### config.mk
export PLATFORM = sky130hd
export DESIGN_NAME = fraction_alu_with_reduction_core
export DESIGN_NICKNAME = d
export VERILOG_FILES = /design/src/sv/frac_pkg.sv /design/src/sv/fraction_alu_with_reduction_core.sv
export SDC_FILE = /design/constraint.sdc
export NUM_CORES = 2
export LEC_CHECK = 0
export BUFFER_PORTS_ARGS = -buffer_cell sky130_fd_sc_hd__buf_2
export CORE_ASPECT_RATIO = 0.7
export CORE_UTILIZATION = 35
export CTS_CLUSTER_SIZE = 25
export DETAILED_ROUTE_END_ITERATION = 10
export SYNTH_ARGS = -nofsm -noshare
export SYNTH_HDL_FRONTEND = slang
export SYNTH_SLANG_ARGS = --single-unit
### constraint.sdc
create_clock -name clk -period 16.49 [get_ports clk]
set_input_delay 1.649 -clock clk [delete_from_list [all_inputs] [get_ports clk]]
set_output_delay 1.649 -clock clk [all_outputs]
set_load 0.1 [all_outputs]
### src/sv/frac_pkg.sv
package frac_pkg;

    localparam int DATA_WIDTH = 32;
    localparam int CNT_W      = $clog2(DATA_WIDTH);

    typedef logic [DATA_WIDTH-1:0] word_t;

    localparam logic [2:0] CMD_ADD = 3'd0;
    localparam logic [2:0] CMD_SUB = 3'd1;
    localparam logic [2:0] CMD_MUL = 3'd2;
    localparam logic [2:0] CMD_DIV = 3'd3;
    localparam logic [2:0] CMD_RED = 3'd4;

    typedef struct packed {
        logic [2:0]                    command;
        logic signed [DATA_WIDTH-1:0]  num_a;
        logic signed [DATA_WIDTH-1:0]  den_a;
        logic signed [DATA_WIDTH-1:0]  num_b;
        logic signed [DATA_WIDTH-1:0]  den_b;
    } frac_req_t;

    typedef struct packed {
        logic signed [DATA_WIDTH-1:0]  num_out;
        logic signed [DATA_WIDTH-1:0]  den_out;
    } frac_rsp_t;

endpackage

### src/sv/fraction_alu_with_reduction_core.sv
// Fraction ALU: add, subtract, multiply and divide form unreduced cross products
// (low DATA_WIDTH bits, two's complement) through one registered multiplier used
// three times in S_MUL, then S_FIN writes the arithmetic result to the output register.
// Reduce runs a binary gcd on the magnitudes, one shift or compare/subtract per
// cycle, then a restoring divide over all DATA_WIDTH quotient bits that forms both
// quotients side by side. A zero part or an unused command code skips straight to
// the result. One item is in flight at a time; req_stall is high while it is
// worked on. The result sits in an output register, so a new item may be taken
// while the last result waits.
module fraction_alu_with_reduction_core
    import frac_pkg::*;
(
    input  logic      clk,
    input  logic      rst_n,
    input  logic      req_valid,
    output logic      req_stall,
    input  frac_req_t req_data,
    output logic      rsp_valid,
    input  logic      rsp_stall,
    output frac_rsp_t rsp_data
);

    localparam int W = DATA_WIDTH;

    localparam logic [2:0] S_IDLE = 3'd0;
    localparam logic [2:0] S_MUL  = 3'd1;
    localparam logic [2:0] S_GCD  = 3'd2;
    localparam logic [2:0] S_DIV  = 3'd3;
    localparam logic [2:0] S_FIN  = 3'd4;

    function automatic word_t mag(input word_t v);
        mag = v[W-1] ? (~v + 1'b1) : v;
    endfunction

    // control
    logic [2:0]       state_reg, state_next;
    logic [1:0]       step_reg, step_next;
    logic             rsp_valid_reg, rsp_valid_next;

    // datapath
    logic [2:0]       cmd_reg, cmd_next;
    word_t            na_reg, na_next, da_reg, da_next;
    word_t            nb_reg, nb_next, db_reg, db_next;
    word_t            p0_reg, p0_next, p1_reg, p1_next, p2_reg, p2_next;
    word_t            x_reg, x_next, y_reg, y_next;
    logic [CNT_W-1:0] k_reg, k_next, cnt_reg, cnt_next;
    word_t            g_reg, g_next;
    word_t            qa_reg, qa_next, qb_reg, qb_next;
    word_t            ra_reg, ra_next, rb_reg, rb_next;
    frac_rsp_t        rsp_reg, rsp_next;

    logic             accept;
    word_t            mul_a, mul_b;
    logic [2*W-1:0]   mul_full;
    logic [W:0]       xy_diff;
    logic [W:0]       ra_sh, rb_sh;
    logic [W+1:0]     ta, tb;
    logic             out_free;
    logic             red_zero;

    assign req_stall = (state_reg != S_IDLE);
    assign accept    = req_valid && !req_stall;
    assign rsp_valid = rsp_valid_reg;
    assign rsp_data  = rsp_reg;
    assign out_free  = !rsp_valid_reg || !rsp_stall;
    assign red_zero  = (na_reg == '0) || (da_reg == '0);

    // shared multiplier: step 0 na*db (na*nb for multiply), step 1 da*nb, step 2 da*db
    always_comb
    begin
        mul_a = (step_reg == 2'd0) ? na_reg : da_reg;
        if (step_reg == 2'd0)
        begin
            mul_b = (cmd_reg == CMD_MUL) ? nb_reg : db_reg;
        end
        else if (step_reg == 2'd1)
        begin
            mul_b = nb_reg;
        end
        else
        begin
            mul_b = db_reg;
        end
    end

    assign mul_full = mul_a * mul_b;
    assign xy_diff  = {1'b0, x_reg} - {1'b0, y_reg};

    // restoring divide lanes, one quotient bit per cycle each
    assign ra_sh = {ra_reg, qa_reg[W-1]};
    assign rb_sh = {rb_reg, qb_reg[W-1]};
    assign ta    = {1'b0, ra_sh} - {2'b00, g_reg};
    assign tb    = {1'b0, rb_sh} - {2'b00, g_reg};

    always_comb
    begin
        state_next     = state_reg;
        step_next      = step_reg;
        rsp_valid_next = rsp_valid_reg;
        cmd_next       = cmd_reg;
        na_next        = na_reg;
        da_next        = da_reg;
        nb_next        = nb_reg;
        db_next        = db_reg;
        p0_next        = p0_reg;
        p1_next        = p1_reg;
        p2_next        = p2_reg;
        x_next         = x_reg;
        y_next         = y_reg;
        k_next         = k_reg;
        cnt_next       = cnt_reg;
        g_next         = g_reg;
        qa_next        = qa_reg;
        qb_next        = qb_reg;
        ra_next        = ra_reg;
        rb_next        = rb_reg;
        rsp_next       = rsp_reg;

        if (rsp_valid_reg && !rsp_stall)
        begin
            rsp_valid_next = 1'b0;
        end

        unique case (state_reg)
            S_IDLE:
            begin
                if (accept)
                begin
                    cmd_next  = req_data.command;
                    na_next   = req_data.num_a;
                    da_next   = req_data.den_a;
                    nb_next   = req_data.num_b;
                    db_next   = req_data.den_b;
                    step_next = 2'd0;
                    x_next    = mag(req_data.num_a);
                    y_next    = mag(req_data.den_a);
                    k_next    = '0;
                    case (req_data.command) inside
                        CMD_ADD, CMD_SUB, CMD_MUL, CMD_DIV: state_next = S_MUL;
                        CMD_RED:
                        begin
                            if (req_data.num_a == '0 || req_data.den_a == '0)
                            begin
                                state_next = S_FIN;
                            end
                            else
                            begin
                                state_next = S_GCD;
                            end
                        end
                        default: state_next = S_FIN;
                    endcase
                end
            end

            S_MUL:
            begin
                if (step_reg == 2'd0)
                begin
                    p0_next = mul_full[W-1:0];
                end
                else if (step_reg == 2'd1)
                begin
                    p1_next = mul_full[W-1:0];
                end
                else
                begin
                    p2_next = mul_full[W-1:0];
                end
                if (step_reg == 2'd2)
                begin
                    state_next = S_FIN;
                end
                else
                begin
                    step_next = step_reg + 2'd1;
                end
            end

            S_GCD:
            begin
                if (!x_reg[0] && !y_reg[0])
                begin
                    x_next = x_reg >> 1;
                    y_next = y_reg >> 1;
                    k_next = k_reg + 1'b1;
                end
                else if (!x_reg[0])
                begin
                    x_next = x_reg >> 1;
                end
                else if (!y_reg[0])
                begin
                    y_next = y_reg >> 1;
                end
                else if (xy_diff == '0)
                begin
                    g_next     = x_reg << k_reg;
                    qa_next    = mag(na_reg);
                    qb_next    = mag(da_reg);
                    ra_next    = '0;
                    rb_next    = '0;
                    cnt_next   = CNT_W'(W - 1);
                    state_next = S_DIV;
                end
                else if (!xy_diff[W])
                begin
                    x_next = xy_diff[W-1:0];
                end
                else
                begin
                    y_next = y_reg - x_reg;
                end
            end

            S_DIV:
            begin
                if (!ta[W+1])
                begin
                    ra_next = ta[W-1:0];
                end
                else
                begin
                    ra_next = ra_sh[W-1:0];
                end
                if (!tb[W+1])
                begin
                    rb_next = tb[W-1:0];
                end
                else
                begin
                    rb_next = rb_sh[W-1:0];
                end
                qa_next = {qa_reg[W-2:0], !ta[W+1]};
                qb_next = {qb_reg[W-2:0], !tb[W+1]};
                if (cnt_reg == '0)
                begin
                    state_next = S_FIN;
                end
                else
                begin
                    cnt_next = cnt_reg - 1'b1;
                end
            end

            S_FIN:
            begin
                if (out_free)
                begin
                    case (cmd_reg)
                        CMD_ADD:
                        begin
                            rsp_next.num_out = p0_reg + p1_reg;
                            rsp_next.den_out = p2_reg;
                        end
                        CMD_SUB:
                        begin
                            rsp_next.num_out = p0_reg - p1_reg;
                            rsp_next.den_out = p2_reg;
                        end
                        CMD_MUL:
                        begin
                            rsp_next.num_out = p0_reg;
                            rsp_next.den_out = p2_reg;
                        end
                        CMD_DIV:
                        begin
                            rsp_next.num_out = p0_reg;
                            rsp_next.den_out = p1_reg;
                        end
                        CMD_RED:
                        begin
                            if (red_zero)
                            begin
                                rsp_next.num_out = na_reg;
                                rsp_next.den_out = da_reg;
                            end
                            else
                            begin
                                // sign restored on the exact quotient, wrapped
                                rsp_next.num_out = na_reg[W-1] ? (~qa_reg + 1'b1) : qa_reg;
                                rsp_next.den_out = da_reg[W-1] ? (~qb_reg + 1'b1) : qb_reg;
                            end
                        end
                        default:
                        begin
                            rsp_next.num_out = '0;
                            rsp_next.den_out = '0;
                        end
                    endcase
                    rsp_valid_next = 1'b1;
                    state_next     = S_IDLE;
                end
            end

            default: state_next = S_IDLE;
        endcase
    end

    always_ff @(posedge clk or negedge rst_n)
    begin
        if (!rst_n)
        begin
            state_reg     <= S_IDLE;
            step_reg      <= 2'd0;
            rsp_valid_reg <= 1'b0;
        end
        else
        begin
            state_reg     <= state_next;
            step_reg      <= step_next;
            rsp_valid_reg <= rsp_valid_next;
        end
    end

    always_ff @(posedge clk)
    begin
        cmd_reg <= cmd_next;
        na_reg  <= na_next;
        da_reg  <= da_next;
        nb_reg  <= nb_next;
        db_reg  <= db_next;
        p0_reg  <= p0_next;
        p1_reg  <= p1_next;
        p2_reg  <= p2_next;
        x_reg   <= x_next;
        y_reg   <= y_next;
        k_reg   <= k_next;
        cnt_reg <= cnt_next;
        g_reg   <= g_next;
        qa_reg  <= qa_next;
        qb_reg  <= qb_next;
        ra_reg  <= ra_next;
        rb_reg  <= rb_next;
        rsp_reg <= rsp_next;
    end

    // gcd operands never reach zero, or the loop would not end
    assert property (@(posedge clk) disable iff (!rst_n)
        (state_reg == S_GCD) |-> (x_reg != '0) && (y_reg != '0))
        else $error("gcd operand went to zero");

    // the gcd divides both magnitudes exactly
    assert property (@(posedge clk) disable iff (!rst_n)
        (state_reg == S_FIN) && ($past(state_reg) == S_DIV) |->
            (ra_reg == '0) && (rb_reg == '0))
        else $error("reduce left a nonzero remainder");

    // a finished item with a free output register is delivered next cycle
    assert property (@(posedge clk) disable iff (!rst_n)
        (state_reg == S_FIN) && out_free |=> rsp_valid && (state_reg == S_IDLE))
        else $error("finished result not delivered");

endmodule

Yosys cells after proc, flatten, opt, wreduce, memory -nomap -nowiden --
Cells that the tools add are included.
Cells by class: $add $sub $neg 15, reduce and logical (&&, ||, !) cells 43, multipliers 1, shift-type cells 1, equality and inequality tests 31, muxes and demuxes 71, bitwise gates (word level) 9
Operators with widths (number):
- $mux W32 | 36
- $pmux W32 S2 | 6
- $pmux W64 S5 | 1
- $add A32 B1 Y32 const B | 6
- $not A32 Y32 | 6
- $logic_not A32 Y1 | 4
- $sub A33 B32 Y34 | 2
- $mux W64 | 1
- $sub A32 B32 Y32 | 2
- $mux W5 | 7
- $logic_not A33 Y1 | 1
- $mux W3 | 11
- $sub A32 B32 Y33 | 1
- $add A32 B32 Y32 | 1
- $mul A32 B32 Y32 | 1
- $shl A32 B5 Y32 | 1
- $ne A2 B2 Y1 const B | 11
- $ne A4 B4 Y1 const B | 5
- $pmux W5 S2 | 2
- $reduce_and A5 Y1 | 4
- $eq A3 B2 Y1 const B | 6
- $pmux W3 S5 | 1
- $reduce_and A3 Y1 | 5
- $eq A3 B1 Y1 const B | 3
- other kinds (23) | 47
Word-level totals: bits of input ports 135, flip-flop bits (word level) 531, output and inout bits 66, logic and storage cells 195

Depth between registers and ports, before layout --
depth in word-level cells 8, depth in mapped cells 38

Worst setup path after synthesis --
Ideal clock, no wire load.
kind reg2reg, from register step_reg[0], to register p0_reg[31], data pin, setup time 273 ps, arrival time 9938 ps, path buffers 7, cell stages (with the launch flop) 35, required time 16217 ps, setup slack 6279 ps, cells stage by stage dfrtp_1 > inv_1 > ha_1 > clkbuf_1 > nor2b_1 > a31oi_1 > buf_1 > buf_2 > buf_2 > buf_2 > buf_1 > mux2i_1 > clkbuf_1 > nor2_1 > fa_1 > fa_1 > fa_1 > inv_1 > fa_1 > inv_1 > fa_1 > ha_1 > fa_1 > fa_1 > ha_1 > or4_1 > a2111oi_0 > o311ai_0 > a31oi_1 > o21ai_0 > o41ai_1 > o21ai_0 > a31oi_1 > o21ai_0 > xor2_1
On the way: longest elaborated chain between the ends 4, elaborated cells on any way between the ends 6, classes of those cells mul (1); eq/ne (1); mux (3); reduce/logical (1)
RTL lines:
- start, declared | line fraction_alu_with_reduction_core.sv:37 | logic [1:0] step_reg, step_next;
- start signal, assigned | line fraction_alu_with_reduction_core.sv:311 | step_reg <= step_next;
- $eq A2 B1 Y1 | line fraction_alu_with_reduction_core.sv:76 | else if (step_reg == 2'd1)
- $mux W32 | line fraction_alu_with_reduction_core.sv:76
- $mux W32 | line fraction_alu_with_reduction_core.sv:72 | if (step_reg == 2'd0)
- $mul A32 B32 Y32 (*) | line fraction_alu_with_reduction_core.sv:86 | assign mul_full = mul_a * mul_b;
- net mul_full[31] | line fraction_alu_with_reduction_core.sv:54 | logic [2*W-1:0] mul_full;
- end signal, assigned | line fraction_alu_with_reduction_core.sv:323 | p0_reg <= p0_next;
- end, declared | line fraction_alu_with_reduction_core.sv:44 | word_t p0_reg, p0_next, p1_reg, p1_next, p2_reg, p2_next;
Mark *: on every way through the listed nets, which the timed path passes. The rest lies on a longest branch. A chain may end at the register's enable or synchronous reset.

Worst setup path after layout --
from register step_reg[0], to register p1_reg[31], data pin
On the way: longest elaborated chain between the ends 4, elaborated cells on any way between the ends 6, classes of those cells mul (1); eq/ne (1); mux (3); reduce/logical (1)
RTL lines:
- $eq A2 B1 Y1 | line fraction_alu_with_reduction_core.sv:76
- $mux W32 | line fraction_alu_with_reduction_core.sv:76
- $mux W32 | line fraction_alu_with_reduction_core.sv:72
- $mul A32 B32 Y32 (*) | line fraction_alu_with_reduction_core.sv:86
- net mul_full[31] | line fraction_alu_with_reduction_core.sv:54
- end signal, assigned | line fraction_alu_with_reduction_core.sv:324 | p1_reg <= p1_next;
- end, declared | line fraction_alu_with_reduction_core.sv:44
Marked as above.

==> metrics.txt <==
Setup CP Type=reg -> reg; Place WS=5640 ps; max reg flops=64; hold_buf cts=0; crit path max fanout=61; Layout area overhead=10.0%; Setup WS post-layout=5570 ps; most used cell, CP=fa_1; Residual DRC=0; clk slew on worst S/H paths=60 ps; Num CTS Buffers=57; TritonRoute pass-1 iters=6; total gr overflow=0; GRT Overall Usage=24.1%; Die W=460 µm; first-iteration detailed-routing DRC count=4899; largest net degree at the start of global routing=93; CTS tree=yes; period utilisation layout=66.2%; CP Capture Type=flop; IO Port Bufs=200; Antenna Violating Nets Remaining=0; via count=42154; I/O pin count=201; synthesized flop and latch total=531; Vias per Instance=5.62; vias in the first global route=39689; synthesized area=0.0514 mm²; Design Area, Final=0.0565 mm²; Mean Syn Cell Area=9.53 µm²; combinational family with the most area after synthesis=adder cells; Post-Route WL=182 mm; Starting Density=35.3%; worst skew pair latency=720 ps; syn nets=6232; Hold Crit Class=reg -> reg; Wirelength per Cell=24.2 µm; # H-tree levels=2; Synth Area in Compound Gates=14.4%; Post-synth EDFFs=525; adder-cell share of the synthesized area=23.3%; Seq/Total Area, Yosys=31.0%; ys async rst share=1.13%; Slowest-stage cell, CP=buf_4; Die H=323 µm; RSZ-0062 raised after global routing=false; Hold Fails Final Rpt=0; ys flop type=edfxtp_1; CTS root buf=clkbuf_16; Max Root-Sink Buffers=3; MaxCap Viol Count=0; Crit path largest cell delay=690 ps; skew final=59.7 ps; synth unique cells=83; Synth Area in Simple Gates=13.7%; Sum Neg Setup Slack=0 ps; WP data required=16910 ps; actual slew at the worst max-slew pin=1250 ps; Max Freq=91.6 MHz; initial antenna violation count=38; cts repair resizes=0; die area=0.148 mm²; Synth warnings=0; Cell Area, Placed=0.0545 mm²; startpoint types=flop; first-pass GRT wire length=265 mm; count of final setup violators=0; Worst EP arrival=11330 ps; start point of the critical path=step_reg[0]$_DFFE_PN0P_; Slew Viols, Final=0; Slew headroom=14.7%; Post-Syn Instances=5389; Sink Count=531; routability cong.=0.980; met2 WL=69.7 mm; Highest Signal Layer=met5; outcome=finished clean; post-synthesis mux area share=4.64%; row count=117; HPWL Detailed=144 mm; number of setup buffers added after CTS=0; share of post-route cells with drive strength above 1=9.08%; hold_sp=step_reg[1]$_DFFE_PN0P_; core footprint=0.146 mm²; post-layout min period=10920 ps; Final #Nets=6313; Reg2Reg Launch Point=step_reg[0]$_DFFE_PN0P_; reg-to-reg setup timing slack=5570 ps; metal3 WL=23.2 mm; wl on met1=83.6 mm; Post-Synth XOR/XNOR Area=6.93%
## worst max-delay path: cells and delay by family, from the launching register on
family | cells | cell delay (ps)
AND/OR/NAND/NOR | 3 | 790
AO/OA/AOI/OAI | 9 | 2790
adder cells (fa/ha/maj) | 10 | 4140
multiplexers | 1 | 570
buffers and inverters | 6 | 1600
XOR/XNOR | 1 | 220
flip-flops | 1 | 420
## synthesized netlist by cell type (12+ instances only)
cell | n | area (µm²)
fa_1 | 413 | 8270
xor2_1 | 207 | 1810
nor4_1 | 21 | 131
mux2i_1 | 146 | 1460
or2_2 | 28 | 175
nor2_1 | 545 | 2050
nor2b_1 | 58 | 363
o211ai_1 | 17 | 128
o21a_1 | 43 | 323
o22ai_1 | 60 | 375
nand2b_1 | 53 | 332
mux2_2 | 57 | 642
buf_1 | 22 | 82.6
mux4_2 | 12 | 270
clkbuf_1 | 210 | 788
edfxtp_1 | 525 | 15800
a31oi_1 | 22 | 138
a21o_1 | 73 | 548
nand4_1 | 17 | 106
a211oi_1 | 41 | 308
nand3_1 | 64 | 320
nor3_1 | 72 | 360
o21ai_0 | 286 | 1430
buf_2 | 14 | 70.1
and2_1 | 27 | 169
a22oi_1 | 43 | 323
inv_1 | 570 | 2140
ha_1 | 295 | 3690
a21oi_1 | 263 | 1320
a221oi_1 | 29 | 254
or4_1 | 39 | 293
nand2_1 | 539 | 2020
o221ai_1 | 27 | 236
or3_1 | 48 | 300
o41ai_1 | 39 | 342
a221o_1 | 20 | 200
and3_1 | 16 | 100
o31ai_1 | 63 | 473
o21bai_1 | 30 | 225
xnor2_1 | 197 | 1730
## area by class of cell
cell class | count | area (µm²)
clock buffer | 66 | 1480
multi-input combinational | 4035 | 32500
sequential | 531 | 15900
antenna | 23 | 57.6
fill | 14542 | 89000
inverter | 573 | 2160
timing repair buffer | 272 | 1540
clock inverter | 40 | 447
tap | 1963 | 2460
## logic make-up after synthesis
family | Yosys count
muxes | 216
xor gates and xnor gates | 405
AOI/OAI and AO/OA | 1144
DFF | 531
and+or+nand+nor | 1562
adders and majority gates | 708
buffers and inverters | 823
## routing by layer
metal / vias up / track usage, %
li1: 18910 / -
met1: 20691 / 36.7
met2: 2260 / 31.5
met3: 277 / 7.72
met4: 16 / 7.22
met5: - / 0
## layout by cell type (no fill, tap or decap), drive strengths merged, types with 61 or more instances in the layout
| cell type | Yosys | layout |
|---|---|---|
| fa | 413 | 413 |
| o22ai | 61 | 61 |
| o21ai | 291 | 291 |
| xor2 | 207 | 207 |
| a21oi | 263 | 263 |
| a21o | 73 | 73 |
| nand3 | 64 | 64 |
| edfxtp | 525 | 525 |
| clkbuf | 212 | 66 |
| ha | 295 | 295 |
| o31ai | 63 | 63 |
| xnor2 | 197 | 197 |
| mux2i | 146 | 146 |
| nand2 | 539 | 539 |
| buf | 38 | 272 |
| nor3 | 72 | 72 |
| inv | 570 | 574 |
| nor2 | 545 | 545 |
## stage by stage
stage               instances  hold slack (ps)  utilization, %
finish                   7503              563            38.9
global route             7499              590            38.8
CTS                      7480              552            38.8
detailed placement       7374              530            37.5
global placement         7374              516            37.5
floorplan                5389              492               -
## final timing paths
kind	endpoint	depth (start not counted)
setup / recovery	p1_reg[31]$_DFFE_PP_	30
hold / removal	step_reg[1]$_DFFE_PN0P_	1
setup reg to reg	p1_reg[31]$_DFFE_PP_	30
hold reg to reg	step_reg[1]$_DFFE_PN0P_	1
max in group asynchronous	step_reg[0]$_DFFE_PN0P_	1
min in group asynchronous	state_reg[2]$_DFFE_PN0P_	1
Power is not shown: default switching activity piles up to over one toggle a cycle in this logic, so the estimate is an artifact.
